### config.mk
export PLATFORM = sky130hd
export DESIGN_NAME = ldgp_ctrl
export DESIGN_NICKNAME = d
export VERILOG_FILES = /design/src/hdl/longest_decreasing_grid_path_defines.svh /design/src/hdl/ldgp_pkg.sv /design/src/hdl/ldgp_ctrl.sv
export SDC_FILE = /design/constraint.sdc
export NUM_CORES = 1
export LEC_CHECK = 0
export BUFFER_PORTS_ARGS = -buffer_cell sky130_fd_sc_hd__buf_2
export CAP_MARGIN = 25
export CORE_AREA = 2 2 39 41
export CTS_BUF_LIST = sky130_fd_sc_hd__clkbuf_16
export DETAILED_ROUTE_END_ITERATION = 7
export DIE_AREA = 0 0 41 43
export PLACE_DENSITY_LB_ADDON = 0.12
export RECOVER_POWER = 50
export SKIP_LAST_GASP = 1
export SLEW_MARGIN = 20
export SYNTH_ARGS = -nofsm -noshare
export SYNTH_HDL_FRONTEND = slang
export SYNTH_SLANG_ARGS = --single-unit
### constraint.sdc
create_clock -name clock -period 1.1 [get_ports clock]
set_input_delay 0.055 -clock clock [delete_from_list [all_inputs] [get_ports clock]]
set_output_delay 0.055 -clock clock [all_outputs]
set_load 0.05 [all_outputs]
### src/hdl/longest_decreasing_grid_path_defines.svh
// Assertion macros shared by the longest decreasing grid path block.
`ifndef LONGEST_DECREASING_GRID_PATH_DEFINES_SVH
`define LONGEST_DECREASING_GRID_PATH_DEFINES_SVH

// Same-cycle implication, disabled while reset is high.
`define LDGP_ASSERT_IMP(label, clk, rst, ante, cons, msg) \
   label: assert property (@(posedge clk) disable iff (rst) (ante) |-> (cons)) \
      else $error(msg);

// Next-cycle implication, disabled while reset is high.
`define LDGP_ASSERT_NXT(label, clk, rst, ante, cons, msg) \
   label: assert property (@(posedge clk) disable iff (rst) (ante) |=> (cons)) \
      else $error(msg);

`endif

### src/hdl/ldgp_pkg.sv
// Shared types and constants for the longest decreasing grid path block.
`timescale 1ns / 1ps

package ldgp_pkg;

   localparam int MAX_ROWS_DEF   = 16;
   localparam int MAX_COLS_DEF   = 16;
   localparam int VALUE_BITS_DEF = 16;

   localparam int CSR_DATA_W  = 5;
   localparam int CSR_INDEX_W = 2;

   localparam logic [CSR_INDEX_W-1:0] REG_GRID_ROWS = CSR_INDEX_W'(0);
   localparam logic [CSR_INDEX_W-1:0] REG_GRID_COLS = CSR_INDEX_W'(1);

   localparam logic [CSR_DATA_W-1:0] GRID_ROWS_RESET = CSR_DATA_W'(16);
   localparam logic [CSR_DATA_W-1:0] GRID_COLS_RESET = CSR_DATA_W'(16);

   localparam int DIR_W = 3;

   // Neighbor order: right, down, left, up; then the frame is finished.
   typedef enum logic [DIR_W-1:0] {
      DIR_RIGHT,
      DIR_DOWN,
      DIR_LEFT,
      DIR_UP,
      DIR_DONE
   } dir_type;

   typedef enum logic [3:0] {
      ST_LOAD,
      ST_START,
      ST_ROOT,
      ST_ROOT_LD,
      ST_STEP,
      ST_CHECK,
      ST_POP,
      ST_FINISH
   } state_type;

   typedef struct packed {
      logic load_cell;
      logic end_job;
      logic start;
      logic root_skip;
      logic root_read;
      logic root_push;
      logic dir_next;
      logic retire;
      logic root_close;
      logic check;
      logic parent_load;
      logic finish;
   } cmd_type;

   typedef struct packed {
      logic short_grid;
      logic root_done;
      logic root_valid;
      logic dir_done;
      logic nb_ok;
      logic depth_gt1;
      logic rsp_busy;
   } status_type;

endpackage

### src/hdl/ldgp_ctrl.sv
// Controller: state machine that sequences loading and the depth-first search.
`timescale 1ns / 1ps

module ldgp_ctrl (
   input  logic                 clock,
   input  logic                 reset,
   input  logic                 req_valid,
   input  logic                 req_last_cell,
   output logic                 req_ready,
   input  ldgp_pkg::status_type status,
   output ldgp_pkg::cmd_type    cmd
);

   ldgp_pkg::state_type state_ff;
   ldgp_pkg::state_type state_in;
   logic                accept;

   // A last item needs the result slot; other items load freely.
   assign req_ready = (state_ff == ldgp_pkg::ST_LOAD) && (!req_last_cell || !status.rsp_busy);
   assign accept    = req_valid && req_ready;

   always_ff @(posedge clock) begin
      if (reset) begin
         state_ff <= ldgp_pkg::ST_LOAD;
      end else begin
         state_ff <= state_in;
      end
   end

   always_comb begin
      state_in = state_ff;
      case (state_ff)
         ldgp_pkg::ST_LOAD: begin
            if (accept && req_last_cell && !status.short_grid) begin
               state_in = ldgp_pkg::ST_START;
            end
         end
         ldgp_pkg::ST_START: begin
            state_in = ldgp_pkg::ST_ROOT;
         end
         ldgp_pkg::ST_ROOT: begin
            if (status.root_done) begin
               state_in = ldgp_pkg::ST_FINISH;
            end else if (!status.root_valid) begin
               state_in = ldgp_pkg::ST_ROOT_LD;
            end
         end
         ldgp_pkg::ST_ROOT_LD: begin
            state_in = ldgp_pkg::ST_STEP;
         end
         ldgp_pkg::ST_STEP: begin
            if (!status.dir_done) begin
               if (status.nb_ok) begin
                  state_in = ldgp_pkg::ST_CHECK;
               end
            end else if (status.depth_gt1) begin
               state_in = ldgp_pkg::ST_POP;
            end else begin
               state_in = ldgp_pkg::ST_ROOT;
            end
         end
         ldgp_pkg::ST_CHECK: begin
            state_in = ldgp_pkg::ST_STEP;
         end
         ldgp_pkg::ST_POP: begin
            state_in = ldgp_pkg::ST_STEP;
         end
         ldgp_pkg::ST_FINISH: begin
            state_in = ldgp_pkg::ST_LOAD;
         end
         default: begin
            state_in = ldgp_pkg::ST_LOAD;
         end
      endcase
   end

   always_comb begin
      cmd = '0;
      case (state_ff)
         ldgp_pkg::ST_LOAD: begin
            cmd.load_cell = accept;
            cmd.end_job   = accept && req_last_cell;
         end
         ldgp_pkg::ST_START: begin
            cmd.start = 1'b1;
         end
         ldgp_pkg::ST_ROOT: begin
            if (!status.root_done) begin
               cmd.root_skip = status.root_valid;
               cmd.root_read = !status.root_valid;
            end
         end
         ldgp_pkg::ST_ROOT_LD: begin
            cmd.root_push = 1'b1;
         end
         ldgp_pkg::ST_STEP: begin
            if (!status.dir_done) begin
               cmd.dir_next = 1'b1;
            end else begin
               cmd.retire     = 1'b1;
               cmd.root_close = !status.depth_gt1;
            end
         end
         ldgp_pkg::ST_CHECK: begin
            cmd.check = 1'b1;
         end
         ldgp_pkg::ST_POP: begin
            cmd.parent_load = 1'b1;
         end
         ldgp_pkg::ST_FINISH: begin
            cmd.finish = 1'b1;
         end
         default: begin
            cmd = '0;
         end
      endcase
   end

endmodule

==> out/qor.csv <==
stage,metric,value,unit
final_layout,fin_nets,88,
logic_synthesis,synthFlopType,dfxtp_1,
place,port_buffers,23,
clocking,h-tree-depth,1,
logic_synthesis,syn-num-nets,47,
sta,setup_slack,-0.2140,ns
final_layout,regMostFlops,state_ff,
sta,rsz0062_at_grt,true,
logic_synthesis,synth_seq_cells,3,
setup_path,crit_type,reg2out,
run_status,status,"finished, violations left",
logic_synthesis,ys_top_cells_by_count,"nor2_1, a21oi_1, dfxtp_1",
logic_synthesis,synth_most_common_cell,nor2_1,
logic_synthesis,ys_warn_count,0,
sta,hold_violations,0,
logic_synthesis,synth_area_leaders,"dfxtp_1, and3b_1, a21oi_1",
sta,final-max-slew-violation-count,0,
final_layout,diodes,0,
final_layout,final_cells,92,
pwr,power.density,2969,mW/mm²
clocking,cts_sinks,3,
global_route,first_global_vias,408,
clocking,hold_buffers,0,
setup_path,path_max_fanout,5,
place,gp_congestion,0.7257,
setup_path,crit_slowest_cell,dfxtp_4,
route,via_per_inst,4.609,
place,hpwlAfterDp,677.5,µm
route,drtIter0Drc,1,
global_route,busiest_layer,met2,
logic_synthesis,synth.distinct_cells,24,
floorplanning,fp.dieH,43,µm
clocking,clkTransAtPathRegs,0.03,ns
clocking,insertion_delay,0.22,ns
floorplanning,die_w,41,µm
setup_path,required,1.04,ns
global_route,met3_usage,0.03141,
setup_path,end_kind,output port,
job,maxCapViolCount,0,
place,post-place-cells,80,
setup_path,cpPeakStageDelay,0.35,ns
final_layout,syn_to_final_growth,191.7,%
hold_path,hold_class,in2reg,
floorplanning,ios,24,
sta,finClkSkew,0.0009987,ns
route,finalWirelength,1.019,mm
clocking,numCtsBuffers,3,
pwr,p_leak,0.3826,nW
logic_synthesis,synthCells,36,
global_route,grt_pass1_wl,1.614,mm
final_layout,num-fill-cells,120,
route,first_pass_iters,3,
route,vias,424,
global_route,overflow,0,
floorplanning,rows,14,
logic_synthesis,avgSynthCellArea,7.994,µm²
logic_synthesis,synth_edf_count,0,
global_route,grt_antenna_before_repair,0,
setup_path,path_common_cell,buf_6,
floorplanning,die_area,0.001763,mm²
clocking,cts_tree,done,
global_route,grt_max_degree,9,
global_route,gr-usage-met1,0.1548,
setup_path,setup.worst_path.start_class,register,
logic_synthesis,async_flop_share,0,
run_status,violations,negative setup slack,
sta,fmax,761.1,MHz
sta,setup_viol,16,
clocking,clk_path_buf_depth,2,
clocking,cts_root_buf,clkbuf_16,
floorplanning,core,0.001384,mm²
route,post_drt_wl_per_cell,11.08,µm
logic_synthesis,synth.cell_area,287.8,µm²
setup_path,crit_chain,buf_6 -> nand4bb_4 -> nor2_4 -> buf_6,
sta,period_needed,1.314,ns
final_layout,drive_above_1_share,0.8026,
logic_synthesis,synth_area_leader_cell,dfxtp_1,
final_layout,largest_register_ffs,3,
logic_synthesis,yosysSeqAreaShare,0.2087,
global_route,track_usage,0.1367,
floorplanning,start_util,0.2080,
logic_synthesis,synth_top_area_frac,0.2087,
pwr,ir_drop,1.234,mV
sta,whs,0.02164,ns
route,postRouteAntennaNets,0,
final_layout,post-route-util,0.6067,
setup_path,cp_data_arrival_time,1.26,ns
global_route,use_met2,0.2188,
sta,slew_headroom,0.8475,
final_layout,top_regs,state_ff (3),
sta,fin_crit_sh,1.195,
route,route.detailed.drc,0,
sta,worst_pin_slew,0.2267,ns
==> report_power, final <==
| part | switching (W) | total [W] | internal (W) |
|---|---|---|---|
| registers | 0.000100 | 0.000283 | 0.000183 |
| clock network | 0.000103 | 0.000572 | 0.000469 |
| logic | 0.000770 | 0.00164 | 0.000868 |
| total | 0.000973 | 0.00249 | 0.00152 |
==> final timing paths <==
kind / endpoint / slack [ns] / depth (start not counted) / startpoint
worst min-delay path: state_ff[1] / 0.02 / 2 / reset
worst max-delay path: cmd[3] / -0.21 / 4 / state_ff[1]
worst max register to register: state_ff[2] / -0.12 / 4 / state_ff[0]
worst min register to register: state_ff[2] / 0.70 / 2 / state_ff[2]
==> per-stage QoR <==
step / cell area, µm² / power (W) / setup WS, ns / setup TNS (ns)
final: 839.6 / 0.002493 / -0.2140 / -2.301
after floorplan: 364.1 / 0.001096 / -0.1874 / -1.041
after detailed placement: 531.8 / 0.001369 / -0.08954 / -0.7138
after global placement: 531.8 / 0.001367 / -0.08134 / -0.5986
after CTS: 745.7 / 0.002187 / -0.2058 / -1.953
after global routing: 839.6 / 0.002615 / -0.2538 / -2.958
==> layout by cell type, fill, tap and decap left out, types with 3 or more instances in the layout <==
cell        n
buf_4      14
clkbuf_16   3
dfxtp_4     3
buf_2      10
buf_6      10
buf_8       5
==> layer usage <==
metal | part of all wire | routed length, µm | vias to the layer above
met5 | 0 | 0 | -
met4 | 0.014 | 14 | 0
met3 | 0.059 | 60 | 2
met2 | 0.55 | 557 | 15
met1 | 0.38 | 387 | 193
li1 | - | - | 214
==> final cells by class <==
| cell class | instances | area (µm²) | share of cell area |
|---|---|---|---|
| flip-flops and latches | 3 | 71.32 | 0.08495 |
| clock inverters | 1 | 3.754 | 0.004471 |
| repair buffers | 39 | 342.8 | 0.4083 |
| well taps | 16 | 20.02 | 0.02385 |
| clock buffers | 3 | 75.07 | 0.08942 |
| multi-input cells | 28 | 319.1 | 0.3800 |
| inverters | 2 | 7.507 | 0.008942 |
==> critical path, delay by kind of cell, from the launching register on <==
kind                   cells  cell delay, ns
buffers and inverters      2            0.29
AND/OR/NAND/NOR            2            0.39
flip-flops                 1            0.35
==> kinds of logic (layout without fill, tap and decap cells) <==
group | count (synthesis) | in the layout | synth area share
compound gates | 6 | 6 | 0.1217
buf+inv | 5 | 45 | 0.1000
simple gates | 22 | 22 | 0.5696
flops | 3 | 3 | 0.2087
==> what timing repair did <==
item                                    4_1_cts  5_1_grt
setup buffers                                 3        5
pin swaps                                     3        5
endpoints found under the setup margin       15       16
resized for setup                            31       17
Note: power is estimated with default switching activity, not from simulation.
